## src/hdl/itp_pkg.sv

```systemverilog
`timescale 1ns / 1ps
// ----------------------------------------------------------------------------
// Infix-to-postfix package
// Shared types, character codes and precedence helpers for the converter.
// ----------------------------------------------------------------------------
package itp_pkg;

   localparam int STACK_DEPTH_DEF = 32;

   localparam logic [7:0] CH_SPACE = 8'h20;
   localparam logic [7:0] CH_LPAR  = 8'h28;
   localparam logic [7:0] CH_RPAR  = 8'h29;
   localparam logic [7:0] CH_MUL   = 8'h2A;
   localparam logic [7:0] CH_ADD   = 8'h2B;
   localparam logic [7:0] CH_SUB   = 8'h2D;
   localparam logic [7:0] CH_DIV   = 8'h2F;
   localparam logic [7:0] CH_ZERO  = 8'h30;
   localparam logic [7:0] CH_NINE  = 8'h39;
   localparam logic [7:0] CH_UPA   = 8'h41;
   localparam logic [7:0] CH_UPZ   = 8'h5A;
   localparam logic [7:0] CH_NUL   = 8'h00;

   localparam logic [1:0] FAULT_NONE      = 2'd0;
   localparam logic [1:0] FAULT_OVERFLOW  = 2'd1;
   localparam logic [1:0] FAULT_UNMATCHED = 2'd2;

   localparam logic [1:0] PREC_MULDIV = 2'd3;
   localparam logic [1:0] PREC_ADDSUB = 2'd2;
   localparam logic [1:0] PREC_LPAR   = 2'd1;
   localparam logic [1:0] PREC_OTHER  = 2'd0;

   typedef struct packed {
      logic [7:0] symbol;
      logic       expr_end;
   } req_type;

   typedef struct packed {
      logic [7:0] out_symbol;
      logic       run_last;
      logic       expr_done;
      logic [1:0] fault;
   } rsp_type;

   typedef struct packed {
      logic       push;
      logic       pop;
      logic       rd;
      logic [7:0] wdata;
   } stk_cmd_type;

   typedef struct packed {
      logic       empty;
      logic       full;
      logic [7:0] top;
   } stk_stat_type;

   typedef enum logic [2:0] {
      ST_IDLE,
      ST_CLASSIFY,
      ST_READ,
      ST_TEST,
      ST_PUSH,
      ST_FINISH
   } state_type;

   typedef enum logic [1:0] {
      MODE_CLOSE,
      MODE_OPER,
      MODE_FLUSH
   } mode_type;

   function automatic logic [1:0] prec_of(input logic [7:0] c);
      logic [1:0] p;
      p = PREC_OTHER;
      if (c == CH_MUL || c == CH_DIV) begin
         p = PREC_MULDIV;
      end else if (c == CH_ADD || c == CH_SUB) begin
         p = PREC_ADDSUB;
      end else if (c == CH_LPAR) begin
         p = PREC_LPAR;
      end
      return p;
   endfunction

   function automatic logic is_operand(input logic [7:0] c);
      return ((c >= CH_UPA) && (c <= CH_UPZ)) || ((c >= CH_ZERO) && (c <= CH_NINE));
   endfunction

endpackage

```

## src/hdl/itp_stack.sv

```systemverilog
`timescale 1ns / 1ps
// ----------------------------------------------------------------------------
// Operator stack
// Stack memory with an occupancy count and a registered read of the top entry.
// ----------------------------------------------------------------------------
module itp_stack
   import itp_pkg::*;
#(
   parameter int STACK_DEPTH = STACK_DEPTH_DEF
) (
   input  logic         clock,
   input  logic         reset,
   input  stk_cmd_type  cmd,
   output stk_stat_type stat
);

   localparam int CNT_W  = $clog2(STACK_DEPTH + 1);
   localparam int ADDR_W = $clog2(STACK_DEPTH);

   logic [7:0]        mem_ff [STACK_DEPTH];
   logic [7:0]        rdata_ff;
   logic [CNT_W-1:0]  count_ff;
   logic [CNT_W-1:0]  count_in;
   logic [CNT_W-1:0]  count_dec;
   logic [ADDR_W-1:0] rd_addr;
   logic [ADDR_W-1:0] wr_addr;

   assign count_dec = count_ff - CNT_W'(1);
   assign rd_addr   = count_dec[ADDR_W-1:0];
   assign wr_addr   = count_ff[ADDR_W-1:0];

   always_comb begin
      count_in = count_ff;
      if (cmd.push) begin
         count_in = count_ff + CNT_W'(1);
      end else if (cmd.pop) begin
         count_in = count_dec;
      end
   end

   always_ff @(posedge clock) begin
      if (reset) begin
         count_ff <= '0;
      end else begin
         count_ff <= count_in;
      end
   end

   always_ff @(posedge clock) begin
      if (cmd.push) begin
         mem_ff[wr_addr] <= cmd.wdata;
      end
      if (cmd.rd) begin
         rdata_ff <= mem_ff[rd_addr];
      end
   end

   assign stat.empty = (count_ff == '0);
   assign stat.full  = (count_ff == CNT_W'(STACK_DEPTH));
   assign stat.top   = rdata_ff;

endmodule

```

## src/hdl/itp_ctrl.sv

```systemverilog
`timescale 1ns / 1ps
// ----------------------------------------------------------------------------
// Conversion sequencer
// Classifies each character and walks the operator stack one entry at a time.
// ----------------------------------------------------------------------------
module itp_ctrl
   import itp_pkg::*;
(
   input  logic         clock,
   input  logic         reset,
   input  logic         req_valid,
   output logic         req_stall,
   input  req_type      req_data,
   input  logic         out_free,
   output logic         emit_valid,
   output rsp_type      emit_data,
   output stk_cmd_type  stk_cmd,
   input  stk_stat_type stk_stat
);

   state_type  state_ff, state_in;
   mode_type   mode_ff, mode_in;
   logic [7:0] sym_ff;
   logic       last_ff;
   logic       pend_valid_ff, pend_valid_in;
   rsp_type    pend_ff, pend_in;
   logic       can_gen;
   logic       gen;
   logic [7:0] gen_sym;
   logic [1:0] gen_fault;
   state_type  after_state;
   logic       req_accept;

   assign req_stall  = (state_ff != ST_IDLE);
   assign req_accept = req_valid && !req_stall;

   always_ff @(posedge clock) begin
      if (reset) begin
         state_ff      <= ST_IDLE;
         mode_ff       <= MODE_FLUSH;
         pend_valid_ff <= 1'b0;
      end else begin
         state_ff      <= state_in;
         mode_ff       <= mode_in;
         pend_valid_ff <= pend_valid_in;
      end
   end

   always_ff @(posedge clock) begin
      pend_ff <= pend_in;
      if (req_accept) begin
         sym_ff  <= req_data.symbol;
         last_ff <= req_data.expr_end;
      end
   end

   always_comb begin
      state_in      = state_ff;
      mode_in       = mode_ff;
      pend_valid_in = pend_valid_ff;
      pend_in       = pend_ff;
      emit_valid    = 1'b0;
      emit_data     = pend_ff;
      stk_cmd       = '0;
      stk_cmd.wdata = sym_ff;
      gen           = 1'b0;
      gen_sym       = CH_NUL;
      gen_fault     = FAULT_NONE;
      // A new result pushes the held one out, so it needs the output register.
      can_gen       = !pend_valid_ff || out_free;
      // With the end mark set the stack is flushed once the character is done.
      after_state   = last_ff ? ST_READ : ST_FINISH;

      unique case (state_ff)
         ST_IDLE: begin
            if (req_accept) begin
               state_in = ST_CLASSIFY;
            end
         end
         ST_CLASSIFY: begin
            if (sym_ff == CH_SPACE) begin
               mode_in  = MODE_FLUSH;
               state_in = after_state;
            end else if (is_operand(sym_ff)) begin
               if (can_gen) begin
                  gen      = 1'b1;
                  gen_sym  = sym_ff;
                  mode_in  = MODE_FLUSH;
                  state_in = after_state;
               end
            end else if (sym_ff == CH_LPAR) begin
               state_in = ST_PUSH;
            end else if (sym_ff == CH_RPAR) begin
               mode_in  = MODE_CLOSE;
               state_in = ST_READ;
            end else begin
               mode_in  = MODE_OPER;
               state_in = ST_READ;
            end
         end
         ST_READ: begin
            if (stk_stat.empty) begin
               unique case (mode_ff)
                  MODE_CLOSE: begin
                     if (can_gen) begin
                        gen       = 1'b1;
                        gen_fault = FAULT_UNMATCHED;
                        mode_in   = MODE_FLUSH;
                        state_in  = after_state;
                     end
                  end
                  MODE_OPER:  state_in = ST_PUSH;
                  default:    state_in = ST_FINISH;
               endcase
            end else begin
               stk_cmd.rd = 1'b1;
               state_in   = ST_TEST;
            end
         end
         ST_TEST: begin
            unique case (mode_ff)
               MODE_CLOSE: begin
                  if (stk_stat.top == CH_LPAR) begin
                     stk_cmd.pop = 1'b1;
                     mode_in     = MODE_FLUSH;
                     state_in    = after_state;
                  end else if (can_gen) begin
                     gen         = 1'b1;
                     gen_sym     = stk_stat.top;
                     stk_cmd.pop = 1'b1;
                     state_in    = ST_READ;
                  end
               end
               MODE_OPER: begin
                  if (prec_of(stk_stat.top) >= prec_of(sym_ff)) begin
                     if (can_gen) begin
                        gen         = 1'b1;
                        gen_sym     = stk_stat.top;
                        stk_cmd.pop = 1'b1;
                        state_in    = ST_READ;
                     end
                  end else begin
                     state_in = ST_PUSH;
                  end
               end
               default: begin
                  if (can_gen) begin
                     gen         = 1'b1;
                     gen_sym     = stk_stat.top;
                     stk_cmd.pop = 1'b1;
                     state_in    = ST_READ;
                  end
               end
            endcase
         end
         ST_PUSH: begin
            if (stk_stat.full) begin
               if (can_gen) begin
                  gen       = 1'b1;
                  gen_fault = FAULT_OVERFLOW;
                  mode_in   = MODE_FLUSH;
                  state_in  = after_state;
               end
            end else begin
               stk_cmd.push = 1'b1;
               mode_in      = MODE_FLUSH;
               state_in     = after_state;
            end
         end
         ST_FINISH: begin
            if (pend_valid_ff) begin
               if (out_free) begin
                  emit_valid          = 1'b1;
                  emit_data.run_last  = 1'b1;
                  emit_data.expr_done = last_ff;
                  pend_valid_in       = 1'b0;
                  state_in            = ST_IDLE;
               end
            end else if (last_ff) begin
               if (out_free) begin
                  emit_valid           = 1'b1;
                  emit_data.out_symbol = CH_NUL;
                  emit_data.fault      = FAULT_NONE;
                  emit_data.run_last   = 1'b1;
                  emit_data.expr_done  = 1'b1;
                  state_in             = ST_IDLE;
               end
            end else begin
               state_in = ST_IDLE;
            end
         end
         default: state_in = ST_IDLE;
      endcase

      // The newest result is held back until it is known whether more follow.
      if (gen) begin
         if (pend_valid_ff) begin
            emit_valid = 1'b1;
         end
         pend_valid_in        = 1'b1;
         pend_in.out_symbol   = gen_sym;
         pend_in.run_last     = 1'b0;
         pend_in.expr_done    = 1'b0;
         pend_in.fault        = gen_fault;
      end
   end

   a_idle_no_pending: assert property (@(posedge clock) disable iff (reset)
      (state_ff == ST_IDLE) |-> !pend_valid_ff)
      else $error("held result left over at end of request");

   a_emit_needs_room: assert property (@(posedge clock) disable iff (reset)
      emit_valid |-> out_free)
      else $error("result emitted while output register is occupied");

   a_no_push_full: assert property (@(posedge clock) disable iff (reset)
      stk_cmd.push |-> !stk_stat.full)
      else $error("push onto a full stack");

   a_no_pop_empty: assert property (@(posedge clock) disable iff (reset)
      stk_cmd.pop |-> (!stk_stat.empty && (state_ff == ST_TEST)))
      else $error("pop without a fetched top entry");

endmodule

```

## src/hdl/infix_to_postfix_converter.sv

```systemverilog
`timescale 1ns / 1ps
// ----------------------------------------------------------------------------
// Infix-to-postfix converter
// Shunting-yard conversion of a character stream with an operator stack.
// ----------------------------------------------------------------------------
// Usage: each request carries one ASCII character and an end-of-expression
// flag. Each request yields zero or more results on the rsp channel; run_last
// marks the final result of a request and expr_done the final result of an
// expression. Stack overflow and an unmatched closing parenthesis come out
// as results with a zero symbol and a nonzero fault code.
//
// The block works on one request at a time and holds req_stall high until
// all of its results are in the output register. A request is classified
// first; an operator or a closing parenthesis then walks the stack, and each
// entry popped costs a read of the stack top through the registered memory
// and a compare. An open parenthesis, and an operator that stops on a weaker
// entry or an empty stack, is pushed last. The end flag adds a final flush
// of the stack and an empty check before the block is free again.
//
// Results are held back one place so that the last one can be flagged, and
// a stalled receiver simply freezes the sequencer until the output register
// frees up. Synchronous reset empties the stack and drops any pending result.
// ----------------------------------------------------------------------------
module infix_to_postfix_converter
   import itp_pkg::*;
#(
   parameter int STACK_DEPTH = STACK_DEPTH_DEF
) (
   input  logic    clock,
   input  logic    reset,
   input  logic    req_valid,
   output logic    req_stall,
   input  req_type req_data,
   output logic    rsp_valid,
   input  logic    rsp_stall,
   output rsp_type rsp_data
);

   stk_cmd_type  stk_cmd;
   stk_stat_type stk_stat;
   logic         emit_valid;
   rsp_type      emit_data;
   logic         out_free;
   logic         rsp_valid_ff, rsp_valid_in;
   rsp_type      rsp_data_ff;

   // The output register can take a new result when it is empty or draining.
   assign out_free = !rsp_valid_ff || !rsp_stall;

   itp_ctrl u_ctrl (
      .clock      (clock),
      .reset      (reset),
      .req_valid  (req_valid),
      .req_stall  (req_stall),
      .req_data   (req_data),
      .out_free   (out_free),
      .emit_valid (emit_valid),
      .emit_data  (emit_data),
      .stk_cmd    (stk_cmd),
      .stk_stat   (stk_stat)
   );

   itp_stack #(
      .STACK_DEPTH (STACK_DEPTH)
   ) u_stack (
      .clock (clock),
      .reset (reset),
      .cmd   (stk_cmd),
      .stat  (stk_stat)
   );

   always_comb begin
      rsp_valid_in = rsp_valid_ff;
      if (emit_valid) begin
         rsp_valid_in = 1'b1;
      end else if (!rsp_stall) begin
         rsp_valid_in = 1'b0;
      end
   end

   always_ff @(posedge clock) begin
      if (reset) begin
         rsp_valid_ff <= 1'b0;
      end else begin
         rsp_valid_ff <= rsp_valid_in;
      end
   end

   always_ff @(posedge clock) begin
      if (emit_valid) begin
         rsp_data_ff <= emit_data;
      end
   end

   assign rsp_valid = rsp_valid_ff;
   assign rsp_data  = rsp_data_ff;

endmodule
```

## config.mk

```make
export PLATFORM = sky130hd
export DESIGN_NAME = infix_to_postfix_converter
export DESIGN_NICKNAME = d
export VERILOG_FILES = /design/src/hdl/itp_pkg.sv /design/src/hdl/itp_stack.sv /design/src/hdl/itp_ctrl.sv /design/src/hdl/infix_to_postfix_converter.sv
export SDC_FILE = /design/constraint.sdc
export NUM_CORES = 1
export LEC_CHECK = 0
export BUFFER_PORTS_ARGS = -buffer_cell sky130_fd_sc_hd__buf_2
export CAP_MARGIN = 5
export CORE_UTILIZATION = 55
export DETAILED_ROUTE_END_ITERATION = 8
export PLACE_DENSITY = 0.71
export SYNTH_ARGS = -nofsm -noshare
export SYNTH_HDL_FRONTEND = slang
export SYNTH_SLANG_ARGS = --single-unit
```

## constraint.sdc

```tcl
create_clock -name clock -period 8.6 [get_ports clock]
set_input_delay 0.86 -clock clock [delete_from_list [all_inputs] [get_ports clock]]
set_output_delay 0.86 -clock clock [all_outputs]
set_load 0.005 [all_outputs]
```

==> flow_summary.json, run 1 <==
{
  "status": "finished, final reports clean",
  "synth_edf_count": 295,
  "drc_errors": 0,
  "grt_pass1_vias": 6532,
  "io_pins": 27,
  "p_leak_nw": 4.39,
  "top_layer_used": "met4",
  "cts.clk_slew.worst_paths_ns": 0.06,
  "die_x_um": 154,
  "dp_cells": 970,
  "syn_avg_cell_area_um2": 18.6,
  "synth.area.top_cells": "edfxtp_1 70%, mux4_2 13%, dfxtp_1 2.1%, nor2_1 1.8%, mux2i_1 1.5%",
  "crit_arrival_ns": 4.13,
  "drt-vias-per-instance": 6.33,
  "layout-drive-gt1-share_pct": 22.7,
  "powerDensity_mw_per_mm2": 244,
  "row_count": 55,
  "routabilityCongestion": 0.888,
  "core_area_mm2": 0.0226,
  "yosys_register_bits": 308,
  "path_max_fanout": 41,
  "drv_slew": 0,
  "layout_common_cells": "295 x edfxtp_1, 72 x mux4_2, 59 x nor2_1",
  "die_y_um": 154,
  "maxSlewHeadroom_pct": 22.2,
  "grt_first_pass_wirelength_mm": 40.6,
  "yosysTopAreaCell": "edfxtp_1",
  "synthToLayoutAreaGrowth_pct": 10.7,
  "wl_met3_mm": 1.66,
  "wl_mm": 26.5,
  "syn_nets": 698,
  "grt_usage_pct": 23.2,
  "vias": 6474,
  "start_kind": "flip-flop",
  "wl_met2_mm": 13.5,
  "final_cells": 1022,
  "dieArea_mm2": 0.0236,
  "drtAntennaViolNets": 0,
  "dr.first_iter.drc_count": 684,
  "dpl-instance-area_mm2": 0.0131,
  "cp_slowest_stage_delay_ns": 0.80,
  "synth-main-ff-cell": "edfxtp_1",
  "fmax_mhz": 258,
  "power.total_mw": 3.42,
  "finClkSkew_ns": 0.0150,
  "post_cts_buffers": 0,
  "cts_buffer_depth": 3,
  "antenna_found_initial": 0,
  "cts_root_buffer": "clkbuf_16",
  "cpMostUsedCell": "mux4_2",
  "hold_buffers": 0,
  "fillerInstances": 1585,
  "drv_cap": 0,
  "synthArstFlopShare_pct": 0,
  "synth_area_mm2": 0.0126,
  "wl_per_cell_um": 26.0,
  "drtPass1Iterations": 5,
  "min_path_cells": 1,
  "worst_pin_slew_ns": 1.16,
  "grt_max_degree": 45,
  "cts_buffers": 30,
  "min-delay-path-class": "input pin to flip-flop",
  "io_buffers": 26,
  "post_cts_resized": 0,
  "grt-ovfl-total": 0,
  "start_util_pct": 56.0,
  "reg2reg_depth": 7,
  "critical_path_class": "flip-flop to flip-flop",
  "rsz0062_at_grt": "false",
  "cts_tree": "done",
  "yosysUniqueCellTypes": 60,
  "fin_crit_sh_pct": 45.1,
  "synth.top_cell.area_share_pct": 70.1,
  "netlist_instances": 679,
  "finalSetupTns_ns": 0,
  "peakVddDrop_uv": 168,
  "dp_hpwl_mm": 16.2,
  "antenna_cells": 0,
  "cp.required_ns": 8.85,
  "wl_met1_mm": 10.8,
  "insertion_delay_ns": 0.55,
  "yosys_warnings": 0,
  "cp_slowest_cell": "ha_2",
  "ys_seq_area_share_pct": 72.1,
  "postLayoutCellArea_mm2": 0.0140,
  "crit_path_end_kind": "flip-flop",
  "setup_violations": 0,
  "period_needed_ns": 3.88,
  "mostFrequentLayoutCell": "edfxtp_1",
  "layout_setup_ws_ns": 4.72,
  "crit_chain": "inv_1 -> ha_2 -> buf_4 -> mux4_2 -> mux4_2 -> nor2_1 -> a221oi_1",
  "htreeDepth": 1,
  "clock-sinks": 308,
  "place_ws_ns": 4.68,
  "nNetsFinal": 736,
  "final-hold-violation-count": 0
}
metrics by stage:
step | hold WS (ns) | utilization (%)
6_report | 0.486 | 62.0
5_1_grt | 0.472 | 62.0
4_1_cts | 0.466 | 62.0
3_5_place_dp | 0.507 | 58.1
3_3_place_gp | 0.511 | 58.1
2_1_floorplan | 0.497 | -
synth_stat cells (6+ instances only):
cell type / number
buf_2: 10
and2_1: 16
a21oi_1: 15
nor2_1: 59
dfxtp_1: 13
clkbuf_1: 20
mux2i_1: 19
ha_1: 6
nand2b_1: 10
nand2_1: 20
edfxtp_1: 295
a221oi_1: 9
mux4_2: 72
nor2b_1: 7
a22o_1: 8
flip-flops by register name, summed over array words and instances, names as in the netlist, 2 cells and up:
| register | cells |
|---|---|
| u_ctrl.pend_ff | 10 |
| rsp_data | 12 |
| u_stack.mem_ff | 256 |
| u_ctrl.state_ff | 3 |
| u_stack.count_ff | 6 |
| u_stack.rdata_ff | 8 |
| u_ctrl.mode_ff | 2 |
| u_ctrl.sym_ff | 8 |
cell type report:
type | count | area, um^2 | area share, %
sequential | 308 | 9120 | 65.2
multi-input combinational | 331 | 3370 | 24.0
clock buffer | 41 | 813 | 5.81
tap | 285 | 357 | 2.55
timing repair buffer | 41 | 243 | 1.73
clock inverter | 11 | 80.1 | 0.572
inverter | 5 | 18.8 | 0.134
critical path, delay by kind of cell (launching register included):
| family | cells | cell delay, ns |
|---|---|---|
| DFF | 1 | 0.71 |
| adders and majority gates | 1 | 0.80 |
| and+or+nand+nor | 1 | 0.16 |
| muxes | 2 | 0.95 |
| AOI/OAI and AO/OA | 1 | 0.10 |
| buffers and inverters | 2 | 0.82 |
per-layer routing:
layer	GRT usage [%]	vias to the layer above
met5	0	-
met4	6.33	0
met3	3.21	36
met2	39.1	248
met1	32.2	3355
li1	-	2835
kinds of logic after synthesis:
kind of cell / after synthesis / synth area share, %
DFF: 308 / 72.1
and+or+nand+nor: 154 / 6.56
muxes: 95 / 14.7
AOI/OAI and AO/OA: 68 / 4.07
buffers and inverters: 40 / 1.38
xor gates and xnor gates: 8 / 0.613
adders and majority gates: 6 / 0.594
worst paths after layout:
path | slack, ns | startpoint | endpoint
worst max register to register | 4.72 | u_stack.count_ff[0] | u_stack.rdata_ff[6]
worst min-delay path | 0.49 | req_data[3] | u_ctrl.sym_ff[2]
worst min register to register | 0.52 | u_ctrl.pend_ff[11] | rsp_data[11]
worst max-delay path | 4.72 | u_stack.count_ff[0] | u_stack.rdata_ff[6]
report_power, final:
part	internal [mW]	switching (mW)	total, mW	leakage (nW)
Combinational	0.194	0.279	0.473	1.20
Clock	0.685	0.516	1.20	0.422
Sequential	1.71	0.0328	1.75	2.76
Total	2.59	0.828	3.42	4.39
Power figures use the tool's default switching activity.
==> run 2, diff against run 1 <==
clock period = 3.8 ns   (was 8.6 ns; I/O delays follow)
==> run 2 against run 1 <==
  * Hold slack lost 0.45 ns
  * Routed wire length down 3.7%
  * Design area is 2.3% higher
  * Register-to-register slack lost 4.2 ns
  * First-iteration DRC count decreased by 21%
  * Total power increased by 130%
  * Clock power grew 130%
  * Clock-buffer cell count is 4 lower
  * Largest cell class unchanged
  * Highest routed layer unchanged
==> flow_summary.json, run 2 (same netlist as run 1, synthesis figures left out) <==
{
  "fillerInstances": 1562,
  "power_switching_mw": 1.91,
  "finalSetupTns_ns": 0,
  "rsz0062_at_grt": "false",
  "die_y_um": 154,
  "maxSlewHeadroom_pct": 34.4,
  "seq_area_mm2": 0.00912,
  "drtPass1Iterations": 5,
  "start_kind": "flip-flop",
  "fin_crit_sh_pct": 86.8,
  "min-delay-path-class": "input pin to flip-flop",
  "drv_cap": 0,
  "routabilityCongestion": 0.945,
  "wl_mm": 25.6,
  "intPower_mw": 5.88,
  "synthToLayoutAreaGrowth_pct": 13.3,
  "p_leak_nw": 4.59,
  "antenna_found_initial": 0,
  "regMostFlops": "u_stack.mem_ff",
  "grt-ovfl-total": 0,
  "grt_usage_pct": 22.3,
  "crit_path_end_kind": "flip-flop",
  "wl_per_cell_um": 24.1,
  "clock-sinks": 308,
  "layout_common_cells": "295 x edfxtp_1, 72 x mux4_2, 59 x nor2_1",
  "cts_buffer_depth": 3,
  "powerDensity_mw_per_mm2": 543,
  "post_cts_buffers": 0,
  "worst_pin_slew_ns": 0.981,
  "drv_slew": 0,
  "layout-drive-gt1-share_pct": 25.5,
  "p_clk_share_pct": 35.3,
  "die_x_um": 154,
  "drc_errors": 0,
  "drtAntennaViolNets": 0,
  "cts_tree": "done",
  "swShare_pct": 24.5,
  "post_cts_resized": 0,
  "core_area_mm2": 0.0226,
  "finClkSkew_ns": 0.0184,
  "critical_path_class": "flip-flop to flip-flop",
  "peakVddDrop_uv": 374,
  "dr.first_iter.drc_count": 543,
  "cts_buffers": 30,
  "power_frac_seq_pct": 50.7,
  "largest_register_ffs": 256,
  "vias": 6623,
  "fmax_mhz": 303,
  "dp_hpwl_mm": 16.0,
  "antenna_cells": 0,
  "grt_pass1_vias": 6601,
  "cp.required_ns": 3.98,
  "dieArea_mm2": 0.0236,
  "drt-vias-per-instance": 6.24,
  "cts_root_buffer": "clkbuf_16",
  "insertion_delay_ns": 0.55,
  "final-hold-violation-count": 0,
  "power.total_mw": 7.78,
  "start_util_pct": 56.0,
  "crit_arrival_ns": 3.48,
  "comb_power_share_pct": 14.0,
  "row_count": 55,
  "multiInputGateArea_mm2": 0.00337,
  "grt_first_pass_wirelength_mm": 39.4,
  "io_buffers": 26,
  "status": "finished, final reports clean",
  "cts.clk_slew.worst_paths_ns": 0.06,
  "grt_max_degree": 71,
  "setup_violations": 0,
  "period_needed_ns": 3.30,
  "nNetsFinal": 771,
  "mostFrequentLayoutCell": "edfxtp_1",
  "path_max_fanout": 12,
  "htreeDepth": 1,
  "io_pins": 27
}
run 2: cell count changes in the layout (fill, tap and decap cells not counted), sizes merged:
cell / previous run / this run
clkinv: 7 / 17
clkbuf: 41 / 37
dlygate4sd3: 0 / 8
clkinvlp: 3 / 1
buf: 41 / 68
run 2: stage by stage:
stage	utilization [%]	std cells	area (um^2)	worst slack (ns)	hold WS, ns
floorplan	-	679	12600	0.362	0.479
global placement	59.1	997	13300	0.526	0.517
detailed placement	59.1	997	13300	0.529	0.519
CTS	63.5	1061	14300	0.482	0.00622
global route	63.5	1061	14300	0.236	0.0123
finish	63.5	1061	14300	0.501	0.0360
run 2: path summary, 6_finish.rpt:
kind	slack, ns	cells past startpoint	to	start
worst min register to register	0.54	1	rsp_data[9]	u_ctrl.pend_ff[9]
worst min-delay path	0.04	1	u_ctrl.sym_ff[6]	req_data[7]
worst max register to register	0.50	10	rsp_data[4]	u_stack.rdata_ff[4]
worst max-delay path	0.50	10	rsp_data[4]	u_stack.rdata_ff[4]
run 2: area by class of cell:
class | instances | share of cell area (%)
inverters | 5 | 0.131
well taps | 285 | 2.49
clock inverters | 19 | 0.769
multi-input cells | 331 | 23.5
flip-flops and latches | 308 | 63.7
repair buffers | 76 | 3.84
clock buffers | 37 | 5.57
run 2: critical path, stage by stage, from the launching register on:
cell	delay, ns
edfxtp_1	0.41
nor4b_2	0.38
o211ai_1	0.18
ha_1	0.31
nand2b_1	0.14
a2111oi_0	0.40
buf_4	0.19
nand2b_1	0.15
nor2_1	0.09
nor3_2	0.30
o21bai_1	0.38
run 2: what timing repair did:
action                                  in CTS  in global routing
endpoints found under the setup margin       0                  0
endpoints found under the hold margin        8                  0
hold buffers                                 8                  0
run 2: per-layer routing:
layer  GRT usage, %  part of all wire (%)
met5              0                     0
met4           7.38                   3.0
met1           30.6                    40
met3           3.38                   7.0
met2           37.1                    50
run 2: power by group through the flow:
| stage | sequential [mW] | combinational, mW | clock (mW) |
|---|---|---|---|
| finish | 3.94 | 1.09 | 2.75 |
| global route | 3.95 | 1.17 | 2.90 |
| CTS | 3.94 | 1.10 | 2.78 |
| detailed placement | 4.01 | 1.09 | 0 |
| global placement | 4.01 | 1.07 | 0 |
| floorplan | 4.04 | 0.726 | 0 |
==> run 3, diff against run 2 <==
CORE_UTILIZATION = 50   (was 55)
PLACE_DENSITY = 0.66   (was 0.71)
==> run 3 against run 2 <==
  * Hold slack worse by 0.0080 ns
  * Sequential share of layout area is 0.43 points lower
  * Cell count is 4.0% higher
  * Worst setup slack worse by 0.026 ns
  * Non-clock buffer count is 4 higher
  * Fmax is 0.78% lower
  * Highest routed layer unchanged
  * Clock-buffer cell count is 1 higher
==> flow_summary.json, run 3 (same netlist as run 1, synthesis figures left out) <==
{
  "status": "finished, final reports clean",
  "clock-sinks": 308,
  "cpMostUsedCell": "nand2b_1",
  "comb_power_share_pct": 14.0,
  "wl_mm": 25.5,
  "setup_violations": 0,
  "crit_chain": "nor4b_1 -> and3_1 -> ha_1 -> nand2b_1 -> a2111oi_0 -> buf_4 -> nand2b_1 -> nor2_1 -> nor3_2 -> o21bai_1",
  "grt_max_degree": 40,
  "cts_buffer_depth": 3,
  "path_max_fanout": 12,
  "cp_slowest_cell": "nor4b_1",
  "die_y_um": 161,
  "htreeDepth": 1,
  "grt_pass1_vias": 6642,
  "period_needed_ns": 3.32,
  "maxSlewHeadroom_pct": 37.7,
  "fmax_mhz": 301,
  "cp.required_ns": 3.99,
  "path_buf_inv": 1,
  "regMostFlops": "u_stack.mem_ff",
  "cp_slowest_stage_delay_ns": 0.42,
  "fin_crit_sh_pct": 87.5,
  "rsz0062_at_grt": "false",
  "nNetsFinal": 775,
  "drv_slew": 0,
  "grt-ovfl-total": 0,
  "swShare_pct": 24.1,
  "grt_first_pass_wirelength_mm": 39.7,
  "wl_per_cell_um": 23.1,
  "drt-vias-per-instance": 5.94,
  "insertion_delay_ns": 0.55,
  "drtPass1Iterations": 5,
  "min_path_cells": 1,
  "p_leak_nw": 4.61,
  "cts_buffers": 30,
  "crit_arrival_ns": 3.51,
  "p_clk_share_pct": 36.0,
  "crit_path_end_kind": "flip-flop",
  "final-hold-violation-count": 0,
  "antenna_found_initial": 0,
  "io_buffers": 26,
  "power.total_mw": 7.88,
  "power_frac_seq_pct": 49.9,
  "antenna_cells": 0,
  "core_area_mm2": 0.0245,
  "dr.first_iter.drc_count": 648,
  "layout_common_cells": "295 x edfxtp_1, 72 x mux4_2, 59 x nor2_1",
  "intPower_mw": 5.99,
  "vias": 6554,
  "cts_tree": "done",
  "drc_errors": 0,
  "finClkSkew_ns": 0.0159,
  "post_cts_buffers": 0,
  "start_kind": "flip-flop",
  "largest_register_ffs": 256,
  "routabilityCongestion": 0.896,
  "peakVddDrop_uv": 447,
  "dieArea_mm2": 0.0259,
  "io_pins": 27,
  "mostFrequentLayoutCell": "edfxtp_1",
  "drtAntennaViolNets": 0,
  "dp_hpwl_mm": 16.6,
  "cts.clk_slew.worst_paths_ns": 0.06,
  "path_delay_family": "simple AND/OR/NAND/NOR gates",
  "critical_path_class": "flip-flop to flip-flop",
  "synthToLayoutAreaGrowth_pct": 14.0,
  "grt_usage_pct": 20.5,
  "power_switching_mw": 1.90,
  "cp.depth": 10,
  "row_count": 57,
  "cts_root_buffer": "clkbuf_16",
  "worst_pin_slew_ns": 0.933,
  "finalSetupTns_ns": 0,
  "powerDensity_mw_per_mm2": 547,
  "die_x_um": 161,
  "layout-drive-gt1-share_pct": 25.9,
  "drv_cap": 0,
  "fillerInstances": 1830,
  "start_util_pct": 51.5,
  "min-delay-path-class": "input pin to flip-flop",
  "reg2reg_depth": 10
}
[run 3: what timing repair did]
action	CTS	global route
gates resized for setup	0	0
hold buffers	8	0
endpoints found under the hold margin	8	0
[run 3: power by group through the flow]
stage	clock (mW)	sequential (mW)	combinational, mW
2_1_floorplan	0	4.04	0.726
3_3_place_gp	0	4.00	1.09
3_5_place_dp	0	4.01	1.11
4_1_cts	2.89	3.94	1.12
5_1_grt	3.01	3.94	1.19
6_report	2.84	3.94	1.11
[run 3: stage by stage]
| stage | util (%) | worst slack, ns | area (um^2) | hold slack [ns] | instances |
|---|---|---|---|---|---|
| 5_1_grt | 58.8 | 0.255 | 14400 | 0.0171 | 1103 |
| 3_3_place_gp | 54.6 | 0.563 | 13400 | 0.516 | 1040 |
| 4_1_cts | 58.8 | 0.526 | 14400 | 0.0115 | 1103 |
| 2_1_floorplan | - | 0.362 | 12600 | 0.479 | 679 |
| 6_report | 58.8 | 0.475 | 14400 | 0.0280 | 1103 |
| 3_5_place_dp | 54.6 | 0.551 | 13400 | 0.507 | 1040 |
[run 3: layout make-up]
type | count | area, um^2 | area share (%)
Sequential cell | 308 | 9120 | 63.3
Multi-Input combinational cell | 331 | 3370 | 23.3
Clock buffer | 38 | 781 | 5.41
Timing Repair Buffer | 80 | 556 | 3.85
Tap cell | 324 | 405 | 2.81
Clock inverter | 17 | 170 | 1.18
Inverter | 5 | 18.8 | 0.130
[run 3: final timing paths]
path	to	slack [ns]	start
worst max-delay path	rsp_data[9]	0.48	u_ctrl.sym_ff[4]
worst min-delay path	u_ctrl.sym_ff[2]	0.03	req_data[3]
worst max register to register	rsp_data[9]	0.48	u_ctrl.sym_ff[4]
worst min register to register	rsp_data[10]	0.52	u_ctrl.pend_ff[10]
[run 3: per-layer routing]
layer	up-vias	global-route usage, %	share of wire [%]
met5	-	0	0
met2	199	34.2	51
li1	2914	-	-
met3	35	2.70	5.4
met1	3406	28.7	42
met4	0	5.66	2.1
